--- src/rtl/qsrs_pkg.sv ---
// Package: shared constants, types and controller/datapath command and status structs.
`default_nettype none
package qsrs_pkg;
   localparam int MaxRecords = 64;
   localparam int IdxW = $clog2(MaxRecords);
   localparam int CntW = $clog2(MaxRecords + 1);
   localparam int KeyW = 32;
   localparam int TagW = 16;
   localparam int RecW = KeyW + TagW;

   typedef logic [IdxW-1:0] idx_type;
   typedef logic [CntW-1:0] cnt_type;

   typedef enum logic [3:0] {
      MEM_NONE   = 4'd0,
      MEM_LOAD   = 4'd1,
      MEM_RD_LO  = 4'd2,
      MEM_RD_HI  = 4'd3,
      MEM_WR_LO  = 4'd4,
      MEM_WR_HI  = 4'd5,
      MEM_RD_OUT = 4'd6,
      MEM_RD_PIV = 4'd7,
      MEM_WR_PIV = 4'd8
   } mem_op_type;

   typedef struct packed {
      mem_op_type op;
      idx_type    addr;
      logic       hold_write;
   } dp_cmd_type;

   typedef struct packed {
      logic signed [KeyW-1:0] rd_key;
      logic signed [KeyW-1:0] piv_key;
   } dp_sts_type;
endpackage
`default_nettype wire

--- src/rtl/quicksort_record_sorter_core.sv ---
// Top level: record sorter, quicksort with hole partition over an internal store.
// Channel | Ports                                       | Direction
// req     | req_valid/ready, req_key, req_tag, req_last_item | in
// rsp     | rsp_valid/ready, rsp_sorted_key, rsp_sorted_tag, rsp_last_result, rsp_overflowed | out
// Loading takes one item per cycle. After the last item the sort runs on the single-port
// store; presorted keys are its slowest case, and mixed keys sort faster.
// Each result goes through a store read, a hold and a present step, plus the consumer's wait.
// Synchronous reset clears counts and control; the store is not cleared.
// No input is taken while sorting or emitting.
`default_nettype none
module quicksort_record_sorter_core (
   input  wire logic                              clock,
   input  wire logic                              reset,
   input  wire logic                              req_valid,
   output logic                                   req_ready,
   input  wire logic signed [qsrs_pkg::KeyW-1:0]  req_key,
   input  wire logic [qsrs_pkg::TagW-1:0]         req_tag,
   input  wire logic                              req_last_item,
   output logic                                   rsp_valid,
   input  wire logic                              rsp_ready,
   output logic signed [qsrs_pkg::KeyW-1:0]       rsp_sorted_key,
   output logic [qsrs_pkg::TagW-1:0]              rsp_sorted_tag,
   output logic                                   rsp_last_result,
   output logic                                   rsp_overflowed
);
   qsrs_pkg::dp_cmd_type cmd;
   qsrs_pkg::dp_sts_type sts;
   logic [qsrs_pkg::RecW-1:0] rd_rec;
   logic busy;

   qsrs_control u_ctrl (
      .clock, .reset, .req_valid, .req_ready, .req_last_item,
      .rsp_valid, .rsp_ready, .rsp_last_result, .rsp_overflowed,
      .cmd, .sts, .busy
   );

   qsrs_datapath u_dp (
      .clock, .cmd, .load_rec({req_key, req_tag}), .sts, .rd_rec
   );

   assign rsp_sorted_key = rd_rec[qsrs_pkg::RecW-1 -: qsrs_pkg::KeyW];
   assign rsp_sorted_tag = rd_rec[qsrs_pkg::TagW-1:0];

   a_no_both: assert property (@(posedge clock) disable iff (reset)
      !(req_ready && rsp_valid)) else $error("input and output active together");
   a_busy_ready: assert property (@(posedge clock) disable iff (reset)
      busy |-> !req_ready) else $error("ready while busy");
   a_last_end: assert property (@(posedge clock) disable iff (reset)
      (rsp_valid && rsp_ready && rsp_last_result) |=> req_ready)
      else $error("no return to load after last result");
endmodule
`default_nettype wire

--- src/rtl/qsrs_datapath.sv ---
// Datapath: record store, pivot and hole registers, read data.
`default_nettype none
module qsrs_datapath (
   input  wire logic                            clock,
   input  wire qsrs_pkg::dp_cmd_type            cmd,
   input  wire logic [qsrs_pkg::RecW-1:0]       load_rec,
   output qsrs_pkg::dp_sts_type                 sts,
   output logic [qsrs_pkg::RecW-1:0]            rd_rec
);
   logic [qsrs_pkg::RecW-1:0] store_mem [qsrs_pkg::MaxRecords];
   logic [qsrs_pkg::RecW-1:0] rd_ff;
   logic [qsrs_pkg::RecW-1:0] piv_ff;
   logic [qsrs_pkg::RecW-1:0] hold_ff;
   logic [qsrs_pkg::RecW-1:0] wdata;

   always_comb begin
      case (cmd.op)
         qsrs_pkg::MEM_LOAD:   wdata = load_rec;
         qsrs_pkg::MEM_WR_PIV: wdata = piv_ff;
         default:              wdata = hold_ff;
      endcase
   end

   always_ff @(posedge clock) begin
      if (cmd.op == qsrs_pkg::MEM_LOAD || cmd.op == qsrs_pkg::MEM_WR_LO ||
          cmd.op == qsrs_pkg::MEM_WR_HI || cmd.op == qsrs_pkg::MEM_WR_PIV) begin
         store_mem[cmd.addr] <= wdata;
      end
      rd_ff <= store_mem[cmd.addr];
   end

   // Pivot captured from the record read at the MEM_RD_PIV address; hold latches the read record on hold_write.
   logic piv_pend_ff;
   always_ff @(posedge clock) begin
      piv_pend_ff <= (cmd.op == qsrs_pkg::MEM_RD_PIV);
      if (piv_pend_ff) piv_ff <= rd_ff;
      if (cmd.hold_write) hold_ff <= rd_ff;
   end

   assign rd_rec = rd_ff;
   assign sts.rd_key = rd_ff[qsrs_pkg::RecW-1 -: qsrs_pkg::KeyW];
   assign sts.piv_key = piv_ff[qsrs_pkg::RecW-1 -: qsrs_pkg::KeyW];
endmodule
`default_nettype wire

--- src/rtl/qsrs_control.sv ---
// Controller: load, quicksort sequencing with range stack, result emission.
`default_nettype none
module qsrs_control (
   input  wire logic                    clock,
   input  wire logic                    reset,
   input  wire logic                    req_valid,
   output logic                         req_ready,
   input  wire logic                    req_last_item,
   output logic                         rsp_valid,
   input  wire logic                    rsp_ready,
   output logic                         rsp_last_result,
   output logic                         rsp_overflowed,
   output qsrs_pkg::dp_cmd_type         cmd,
   input  wire qsrs_pkg::dp_sts_type    sts,
   output logic                         busy
);
   typedef enum logic [12:0] {
      S_LOAD   = 13'b0000000000001,
      S_POP    = 13'b0000000000010,
      S_PIV    = 13'b0000000000100,
      S_PIVW   = 13'b0000000001000,
      S_HRD    = 13'b0000000010000,
      S_HCMP   = 13'b0000000100000,
      S_LRD    = 13'b0000001000000,
      S_LCMP   = 13'b0000010000000,
      S_DONE   = 13'b0000100000000,
      S_PUSH   = 13'b0001000000000,
      S_ORD    = 13'b0010000000000,
      S_OWAIT  = 13'b0100000000000,
      S_OUT    = 13'b1000000000000
   } state_type;

   state_type state_ff, state_in;
   qsrs_pkg::cnt_type count_ff, count_in;
   logic ovf_ff, ovf_in;
   qsrs_pkg::idx_type lo_ff, lo_in, hi_ff, hi_in, rlo_ff, rlo_in, rhi_ff, rhi_in;
   qsrs_pkg::cnt_type sp_ff, sp_in;
   qsrs_pkg::idx_type oi_ff, oi_in;
   logic push2_ff, push2_in;

   logic [2*qsrs_pkg::IdxW-1:0] stack_mem [qsrs_pkg::MaxRecords];
   logic [2*qsrs_pkg::IdxW-1:0] stk_rd_ff;
   logic stk_we;
   qsrs_pkg::idx_type stk_waddr, stk_raddr;
   logic [2*qsrs_pkg::IdxW-1:0] stk_wdata;

   always_ff @(posedge clock) begin
      if (stk_we) stack_mem[stk_waddr] <= stk_wdata;
      stk_rd_ff <= stack_mem[stk_raddr];
   end

   logic key_ge, key_le;
   assign key_ge = sts.rd_key >= sts.piv_key;
   assign key_le = sts.rd_key <= sts.piv_key;

   qsrs_pkg::idx_type last_idx;
   assign last_idx = qsrs_pkg::IdxW'(count_ff - 1'b1);
   assign stk_raddr = qsrs_pkg::IdxW'(sp_ff - 1'b1);

   always_comb begin
      state_in = state_ff; count_in = count_ff; ovf_in = ovf_ff;
      lo_in = lo_ff; hi_in = hi_ff; rlo_in = rlo_ff; rhi_in = rhi_ff;
      sp_in = sp_ff; oi_in = oi_ff; push2_in = push2_ff;
      cmd = '{op: qsrs_pkg::MEM_NONE, addr: lo_ff, hold_write: 1'b0};
      req_ready = 1'b0; rsp_valid = 1'b0;
      stk_we = 1'b0; stk_waddr = sp_ff[qsrs_pkg::IdxW-1:0];
      stk_wdata = {lo_ff, hi_ff};
      unique case (state_ff)
         S_LOAD: begin
            req_ready = 1'b1;
            cmd.addr = count_ff[qsrs_pkg::IdxW-1:0];
            if (req_valid) begin
               if (count_ff < qsrs_pkg::CntW'(qsrs_pkg::MaxRecords)) begin
                  cmd.op = qsrs_pkg::MEM_LOAD;
                  count_in = count_ff + 1'b1;
               end else ovf_in = 1'b1;
               if (req_last_item) begin
                  oi_in = '0;
                  if (count_in >= qsrs_pkg::CntW'(2)) begin
                     stk_we = 1'b1; stk_waddr = '0;
                     stk_wdata = {{qsrs_pkg::IdxW{1'b0}}, qsrs_pkg::IdxW'(count_in - 1'b1)};
                     sp_in = qsrs_pkg::CntW'(1);
                     state_in = S_POP;
                  end else state_in = S_ORD;
               end
            end
         end
         S_POP: begin
            // stack read issued, data valid next cycle
            sp_in = sp_ff - 1'b1;
            state_in = S_PIV;
         end
         S_PIV: begin
            lo_in = stk_rd_ff[2*qsrs_pkg::IdxW-1 -: qsrs_pkg::IdxW];
            hi_in = stk_rd_ff[qsrs_pkg::IdxW-1:0];
            rlo_in = lo_in; rhi_in = hi_in;
            cmd.op = qsrs_pkg::MEM_RD_PIV; cmd.addr = lo_in;
            state_in = S_PIVW;
         end
         S_PIVW: begin
            state_in = S_HRD;
         end
         S_HRD: begin
            if (lo_ff < hi_ff) begin
               cmd.op = qsrs_pkg::MEM_RD_HI; cmd.addr = hi_ff;
               state_in = S_HCMP;
            end else state_in = S_DONE;
         end
         S_HCMP: begin
            if (key_ge) begin
               hi_in = hi_ff - 1'b1;
               state_in = S_HRD;
            end else begin
               cmd.hold_write = 1'b1;
               state_in = S_LRD;
            end
            if (key_ge && (hi_ff - 1'b1 == lo_ff)) state_in = S_DONE;
         end
         S_LRD: begin
            cmd.op = qsrs_pkg::MEM_WR_LO; cmd.addr = lo_ff;
            if (lo_ff < hi_ff) begin
               lo_in = lo_ff + 1'b1;
               state_in = S_LCMP;
            end else state_in = S_DONE;
         end
         S_LCMP: begin
            // issue read of lo (already incremented) then compare next cycle
            if (lo_ff < hi_ff) begin
               cmd.op = qsrs_pkg::MEM_RD_LO; cmd.addr = lo_ff;
               state_in = S_OWAIT;
               push2_in = 1'b0;
            end else state_in = S_DONE;
         end
         S_OWAIT: begin
            if (push2_ff) begin
               rsp_valid = 1'b0;
               cmd.addr = oi_ff;
               state_in = S_OUT;
            end else if (key_le) begin
               if (lo_ff + 1'b1 < hi_ff) begin
                  lo_in = lo_ff + 1'b1;
                  state_in = S_LCMP;
               end else begin
                  lo_in = hi_ff;
                  state_in = S_DONE;
               end
            end else begin
               cmd.hold_write = 1'b1;
               state_in = S_PUSH;
            end
         end
         S_PUSH: begin
            if (push2_ff) begin
               stk_we = 1'b1;
               stk_wdata = {rlo_ff, qsrs_pkg::IdxW'(lo_ff - 1'b1)};
               sp_in = sp_ff + 1'b1;
               state_in = (sp_in == '0) ? S_ORD : S_POP;
               push2_in = 1'b0;
            end else begin
               cmd.op = qsrs_pkg::MEM_WR_HI; cmd.addr = hi_ff;
               hi_in = hi_ff - 1'b1;
               state_in = (lo_ff < hi_in) ? S_HRD : S_DONE;
            end
         end
         S_DONE: begin
            cmd.op = qsrs_pkg::MEM_WR_PIV; cmd.addr = lo_ff;
            if ({1'b0, lo_ff} + 1'b1 < {1'b0, rhi_ff}) begin
               stk_we = 1'b1;
               stk_wdata = {qsrs_pkg::IdxW'(lo_ff + 1'b1), rhi_ff};
               sp_in = sp_ff + 1'b1;
            end
            if (lo_ff > rlo_ff + 1'b1) begin
               push2_in = 1'b1;
               state_in = S_PUSH;
            end else state_in = (sp_in == '0) ? S_ORD : S_POP;
         end
         S_ORD: begin
            cmd.op = qsrs_pkg::MEM_RD_OUT; cmd.addr = oi_ff;
            push2_in = 1'b1;
            state_in = S_OWAIT;
         end
         S_OUT: begin
            rsp_valid = 1'b1;
            cmd.addr = oi_ff;
            if (rsp_ready) begin
               push2_in = 1'b0;
               if (qsrs_pkg::CntW'(oi_ff) == qsrs_pkg::CntW'(last_idx)) begin
                  count_in = '0; ovf_in = 1'b0;
                  state_in = S_LOAD;
               end else begin
                  oi_in = oi_ff + 1'b1;
                  state_in = S_ORD;
               end
            end
         end
         default: state_in = S_LOAD;
      endcase
   end

   assign rsp_last_result = (oi_ff == last_idx);
   assign rsp_overflowed = ovf_ff;
   assign busy = (state_ff != S_LOAD);

   always_ff @(posedge clock) begin
      if (reset) begin
         state_ff <= S_LOAD; count_ff <= '0; ovf_ff <= 1'b0; sp_ff <= '0;
         push2_ff <= 1'b0;
      end else begin
         state_ff <= state_in; count_ff <= count_in; ovf_ff <= ovf_in; sp_ff <= sp_in;
         push2_ff <= push2_in;
      end
      lo_ff <= lo_in; hi_ff <= hi_in; rlo_ff <= rlo_in; rhi_ff <= rhi_in; oi_ff <= oi_in;
   end
endmodule
`default_nettype wire

--- config.mk ---
export PLATFORM = sky130hd
export DESIGN_NAME = quicksort_record_sorter_core
export DESIGN_NICKNAME = d
export VERILOG_FILES = /design/src/rtl/qsrs_pkg.sv /design/src/rtl/quicksort_record_sorter_core.sv /design/src/rtl/qsrs_datapath.sv /design/src/rtl/qsrs_control.sv
export SDC_FILE = /design/constraint.sdc
export NUM_CORES = 2
export LEC_CHECK = 0
export BUFFER_PORTS_ARGS = -buffer_cell sky130_fd_sc_hd__buf_2
export CAP_MARGIN = 20
export CELL_PAD_IN_SITES_DETAIL_PLACEMENT = 1
export CELL_PAD_IN_SITES_GLOBAL_PLACEMENT = 2
export CORE_AREA = 10 10 579 581
export CTS_BUF_LIST = sky130_fd_sc_hd__clkbuf_4 sky130_fd_sc_hd__clkbuf_8
export CTS_CLUSTER_SIZE = 40
export DETAILED_ROUTE_END_ITERATION = 7
export DIE_AREA = 0 0 589 591
export PLACE_DENSITY = 0.86
export SYNTH_ARGS = -nofsm -noshare
export SYNTH_HDL_FRONTEND = slang
export SYNTH_SLANG_ARGS = --single-unit
export TNS_END_PERCENT = 50
--- constraint.sdc ---
create_clock -name clock -period 15.7 [get_ports clock]
set_input_delay 1.57 -clock clock [delete_from_list [all_inputs] [get_ports clock]]
set_output_delay 1.57 -clock clock [all_outputs]
set_load 0.05 [all_outputs]
Yosys cells after proc, flatten, opt, wreduce, memory -nomap -nowiden
Memory sizes are Yosys's and may differ from the RTL's. A register that Yosys moved wholly into a read port is not among the register bits.
Cells that the tools add are included.

storage, ports and cells
  bits in writable memories = 3840
  memories = 2
  ROM bits = 0
  output and inout port bits = 52
  register bits = 156
  bits of input ports = 53
  latch bits = 0

memories
  name              depth  bits a word  read ports  clocked after Yosys merged registers in  wr ports  RTL line             source
  u_dp.store_mem    64     48           1           1                                        1         qsrs_datapath.sv:10  logic [qsrs_pkg::RecW-1:0] store_mem [qsrs_pkg::MaxRecords];
  u_ctrl.stack_mem  64     12           1           1                                        1         qsrs_control.sv:41   logic [2*qsrs_pkg::IdxW-1:0] stack_mem [qsrs_pkg::MaxRecords];

cells by class
  equal/unequal tests = 35
  $lt $le $gt $ge = 9
  shifts and indexed selects = 0
  muxes and demuxes = 90
  add/sub/neg operators = 11
  reductions and logical operators = 20
  bitwise gates (word level) = 0
  multiply operators = 0
  divide/modulo/power cells = 0

operators with widths
  operator               number
  $pmux W13 S13          1
  $pmux W48 S2           1
  $mux W13               7
  $mux W7                13
  $mux W6                15
  $mux W12               6
  $mux W9                6
  $mux W11               4
  $pmux W6 S7            1
  $pmux W12 S3           1
  $pmux W6 S3            2
  $ge A32 B32 Y1         1
  $le A32 B32 Y1         1
  $pmux W4 S8            1
  $pmux W7 S4            1
  $sub A6 B1 Y6 const B  4
  $mux W1                22
  $add A6 B1 Y6 const B  3
  $lt A6 B6 Y1           3
  $mux W8                2
  $ne A2 B2 Y1 const B   8
  $reduce_and A5 Y1      3
  $add A7 B1 Y7 const B  2
  $logic_not A7 Y1       2
  other kinds (39)       55

Longest topological paths before layout
  depth in word-level cells = 11
  depth in mapped cells = 17
  depth with buffers taken out = 13

By module
From an unflattened synthesis, not the netlist that was laid out.

second synthesis, totals
  cell total of the unflattened synthesis = 8047
  area total of the unflattened synthesis = 157803.8 um^2

modules (own cells, without submodules)
  module         cells an instance  sequential area each (um^2)  area each (um^2)  instances
  qsrs_datapath  6051               96112.2                      121968.2          1
  qsrs_control   1996               24783.8                      35835.6           1

Worst setup path after synthesis
Ideal clock, no wire load.

  path kind = register to register
  from = reg u_ctrl.hi_ff[4]
  to = mem u_dp.store_mem[0][0] (netlist bit) (enable)
  library setup time = 454 ps
  required time = 15246 ps
  stages on the path, launching flop included = 15
  slack = 10263 ps
  arrival time = 4983 ps
  cell sequence = edfxtp_1 -> clkbuf_1 -> inv_1 -> ha_1 -> nand4_1 -> a21oi_1 -> nor4_4 -> a2111oi_2 -> nand2_1 -> clkbuf_1 -> buf_2 -> buf_2 -> nor2_1 -> nand3_1 -> nor2_1

on the way
  cells in the longest elaborated chain, start to end = 9
  elaborated cells on any way between the ends = 15

ends and longest elaborated chain
  item                                                 RTL line                                  source
  start, declared                                      qsrs_control.sv:36                        qsrs_pkg::idx_type lo_ff, lo_in, hi_ff, hi_in, rlo_ff, rlo_in, rhi_ff, rhi_in;
  start signal, assigned                               qsrs_control.sv:212                       lo_ff <= lo_in; hi_ff <= hi_in; rlo_ff <= rlo_in; rhi_ff <= rhi_in; oi_ff <= oi_in;
  $lt A6 B6 Y1                                         qsrs_control.sv:104, qsrs_control.sv:128
  $mux W8 (on tied branches)                           qsrs_control.sv:104, qsrs_control.sv:128
  $pmux W4 S8                                          qsrs_control.sv:68                        unique case (state_ff)
  $eq A4 B1 Y1 / $eq A4 B3 Y1 (equally long branches)  qsrs_datapath.sv:25                       if (cmd.op == qsrs_pkg::MEM_LOAD || cmd.op == qsrs_pkg::MEM_WR_LO ||
  $logic_or A1 B1 Y1 (2 in a row)                      qsrs_datapath.sv:25
  $logic_or A1 B1 Y1                                   qsrs_datapath.sv:26                       cmd.op == qsrs_pkg::MEM_WR_HI || cmd.op == qsrs_pkg::MEM_WR_PIV) begin
  $mux W1                                              qsrs_datapath.sv:25
  $mux W1 (not written as such)                        qsrs_datapath.sv:27                       store_mem[cmd.addr] <= wdata;
  end, declared                                        qsrs_datapath.sv:10

Parallel ways exist; a longest one is shown, timed or not.

Worst setup path in the final report
  from = reg u_ctrl.lo_ff[3]
  to = reg u_dp.rd_ff, in the netlist u_dp.rd_rec[8] (read register of u_dp.store_mem)

on the way
  cells in the longest elaborated chain, start to end = 3
  elaborated cells on any way between the ends = 6

ends and longest elaborated chain
  item                    RTL line             source
  start, declared         qsrs_control.sv:36
  start signal, assigned  qsrs_control.sv:212
  $lt A6 B6 Y1            qsrs_control.sv:104  if (lo_ff < hi_ff) begin
  $mux W8                 qsrs_control.sv:104
  $pmux W6 S7 (*)         qsrs_control.sv:68
  end, declared           qsrs_datapath.sv:11  logic [qsrs_pkg::RecW-1:0] rd_ff;

Every way passes the cells marked *; elsewhere a longest branch is shown, timed or not.
A chain may end at the register's enable or synchronous reset.

==> results.md <==
- Outcome: completed
- Die W: ~590 um
- Root Buffer: clkbuf_8
- Layout cells sized above 1: between 10% and 20%
- Max_cap viols: 0
- Most common cell after layout, fill and taps aside: edfxtp_1
- Worst EP required: between 15 and 20 ns
- Pre-CTS WS: ~8.1 ns
- Crit Path Category: flip-flop to flip-flop
- Routability cong.: 0.845
- Asr flop ratio synth: 0%
- Number of global-route vias before repair: 109000
- Syn avg cell area: 14.2 um2
- Total CTS buffers: 657
- CTS sink cnt: around 4100
- Post-CTS Resized: 0
- CTS tree: done
- Total gr overflow: 0
- Fin crit period: 7.88 ns
- CP max FO: 61
- Slew @ Worst Pin: roughly 1.2 ns
- Switching power: between 10 and 15 mW
- Hold Fails Final Rpt: 0
- Syn_nets: 11500
- Clock-pin slew on the worst setup and hold paths: ~0.060 ns
- I/O Pins: between 100 and 150
- Worst vdd ir: between 0.2 and 0.25 mV
- Fin. max-slew vios: 0
- Synth cell types: 82
- Reg-to-reg slack, setup: around 7.8 ns
- Worst skew pair latency: 1.25 ns
- Hold path cells: 0
- Yosys warnings: 0
- Starting Density: about half
- Setup Skew: about 0.079 ns
- Switch share: approximately 40%
- Start point of the worst hold path: u_ctrl.stk_rd_ff[4]
- WL/cell: between 30 and 40 um
- Pleak: about 61 nW
- Total power: ~36 mW
- Critical path's slowest cell: buf_4
- DRC Markers: 0
- Pin count of the biggest net entering global routing: ~220
- Combinational power share: 35.3%
- Unrepaired setup endpoints after global routing: false
- CTS Buffer Depth: 4
- Seq/Total Area, Yosys: about 75%
- EDFF count, synth: 3966
- Hold Crit Class: flip-flop to flip-flop
- Postcts setup bufs: 0
- FF-to-FF path depth: 16
- Final WS setup: 7.82 ns
- Final non-filler cell total: 16600
- Die area: 348000 um2
- Critical path's largest stage delay: roughly 0.8 ns
- Final setup viols: 0
- Count of input and output buffers: 104
- H-Tree Depth: 6
- Flops & latches, synth: 4056
- Top FF cell, synth: edfxtp_1
- FF-to-FF End: u_dp.rd_rec[8]
- Syn Std Cell Area: approximately 160000 um2
- Most frequent cells in the layout: edfxtp_1 (3966), nand2_1 (2831), nand3_1 (1964)
- Crit share post-route: between 50% and 60%
- First-pass DRT Iterations: 8
- FP Rows: 209
- Reg2Reg Launch Point: u_ctrl.lo_ff[3]
- CP cell instances: ha_1, a21oi_1, nor2_1, nor3_1, a22oi_1, nand4_1, buf_4, buf_4, buf_4, buf_4, buf_4, mux2i_1, o22ai_1, a31oi_1, nand3b_1, or4_1
- Vias: around 110k
- Sequential Power Share: approximately two fifths
- P_int: ~22 mW
- Core area: around 320000 um2
- Max_slew headroom: 17.7%
- Syn Inst Count: 11300
- Top cell by count, worst path: buf_4
- Worst Setup End Kind: flip-flop
- Initial antenna violation count: 14
- Area delta synth->final: 12.2%
- Detailed Route Iter0 Violations: 14300
- Hold EP: u_ctrl.rhi_ff[4]
- Die H: between 500 and 600 um
- Setup Total Neg Slack: 0 ns
- Crit start category: flip-flop
- Vias/cell: 6.35
- Post-DP HPWL: between 200000 and 300000 um
- Pwr dens: 200 nW/um2
- Clock power frac: a little over a quarter
- Final WL: ~550000 um
- Number of nets in the final layout: 11800
- Antenna viol nets, final: 0
- Tot GR Track Use: roughly 31%
- Maximum clock rate: ~130 MHz
- Hold buffers post-CTS: 0
- Placed insts: ~15000
- CP Data Arrival Time: about 9 ns
- First-pass GRT wire length: ~780000 um
==> power groups by stage <==
stage	sequential, mW	combinational (mW)	clock (mW)
after floorplan	14.1	7.88	0
after global placement	14.2	11.9	0
after detailed placement	14.2	12.4	0
after CTS	14.0	12.5	9.42
after global routing	14.0	13.5	9.90
final	14.0	12.7	9.36
==> synthesized netlist by cell type, types with 11 or more instances <==
cell type	number	area share [%]
edfxtp_1	3966	74
nand2_1	2867	6.7
nand3_1	1966	6.1
clkbuf_1	353	0.82
buf_2	260	0.81
mux4_2	252	3.5
nor2_1	234	0.55
mux2i_1	200	1.2
nand4_1	166	0.65
dfxtp_1	90	1.1
o22ai_1	90	0.35
a21oi_1	85	0.26
a22oi_1	73	0.34
ha_1	72	0.56
inv_1	67	0.16
a31oi_1	61	0.24
buf_4	51	0.24
or4_1	50	0.23
buf_1	48	0.11
nand3b_1	44	0.21
o21ai_0	41	0.13
xnor2_1	29	0.16
nor3_1	27	0.084
xor2_1	20	0.11
nor2b_1	16	0.062
a21o_1	15	0.070
o21a_1	13	0.061
buf_6	11	0.077
==> per-layer routing <==
metal / track usage, % / part of all wire [%] / up-vias
met5: 0 / 0.015 / -
met4: 17.5 / 6.7 / 12
met3: 5.64 / 9.6 / 1634
met2: 49.6 / 47 / 6452
met1: 39.4 / 36 / 54200
li1: - / - / 43100
==> worst max-delay path, delay by kind of cell (launching register included) <==
family | cells | cell delay (ns)
fa+ha+maj | 1 | 0.38
flops | 1 | 0.76
mux | 1 | 0.30
simple gates | 5 | 1.67
compound gates | 4 | 0.72
buf+inv | 5 | 3.64
==> cells by family (layout without fill, tap and decap cells) <==
family,Yosys count,after routing,share of synthesized area (%)
simple gates,5470,5470,15.1
flops,4056,4056,75.2
buf+inv,792,1698,2.22
compound gates,455,455,1.87
mux,453,453,4.78
fa+ha+maj,72,72,0.560
xor+xnor,49,49,0.267
other cells,0,10,0
==> registers in the layout, indices dropped and copies added (netlist names) <==
signal / flops
u_dp.hold_ff: 48
u_ctrl.count_ff: 7
u_ctrl.rhi_ff: 6
u_dp.piv_ff: 48
u_ctrl.rsp_overflowed: 1
u_ctrl.stk_rd_ff: 12
u_dp.piv_pend_ff: 1
u_ctrl.lo_ff: 6
u_ctrl.state_ff: 13
u_ctrl.push2_ff: 1
u_ctrl.hi_ff: 6
u_ctrl.stack_mem: 768
u_ctrl.rlo_ff: 6
u_dp.store_mem: 3072
u_ctrl.oi_ff: 6
u_ctrl.sp_ff: 7
u_dp.rd_rec: 48
==> worst max path at each step <==
stage	end	cells past startpoint	slack [ns]	start
floorplan	u_dp.store_mem[0][0]	14	10.26	u_ctrl.hi_ff[4]
global placement	u_dp.rd_rec[8]	16	7.99	u_ctrl.lo_ff[3]
detailed placement	u_dp.rd_rec[8]	16	8.06	u_ctrl.lo_ff[3]
CTS	u_dp.rd_rec[8]	16	8.02	u_ctrl.lo_ff[3]
global route	u_dp.rd_rec[8]	16	7.57	u_ctrl.lo_ff[3]
finish	u_dp.rd_rec[8]	16	7.82	u_ctrl.lo_ff[3]
==> final cells by class <==
| cell class | instances | area [um2] |
|---|---|---|
| flip-flops and latches | 4056 | 121000 |
| inverters | 68 | 255 |
| repair buffers | 433 | 3400 |
| multi-input cells | 6499 | 37100 |
| diodes | 10 | 25.0 |
| clock inverters | 263 | 1770 |
| clock buffers | 934 | 11500 |
| well taps | 4325 | 5410 |
| fillers | 31100 | 143000 |
==> per-stage QoR <==
stage	cell area (um2)	hold slack, ns	util (%)
6_report	180000	0.438	55.8
3_3_place_gp	166000	0.421	51.4
2_1_floorplan	161000	0.409	-
4_1_cts	180000	0.428	55.6
5_1_grt	180000	0.451	55.8
3_5_place_dp	167000	0.424	51.5
No activity file was read; power rests on OpenSTA's default activity.
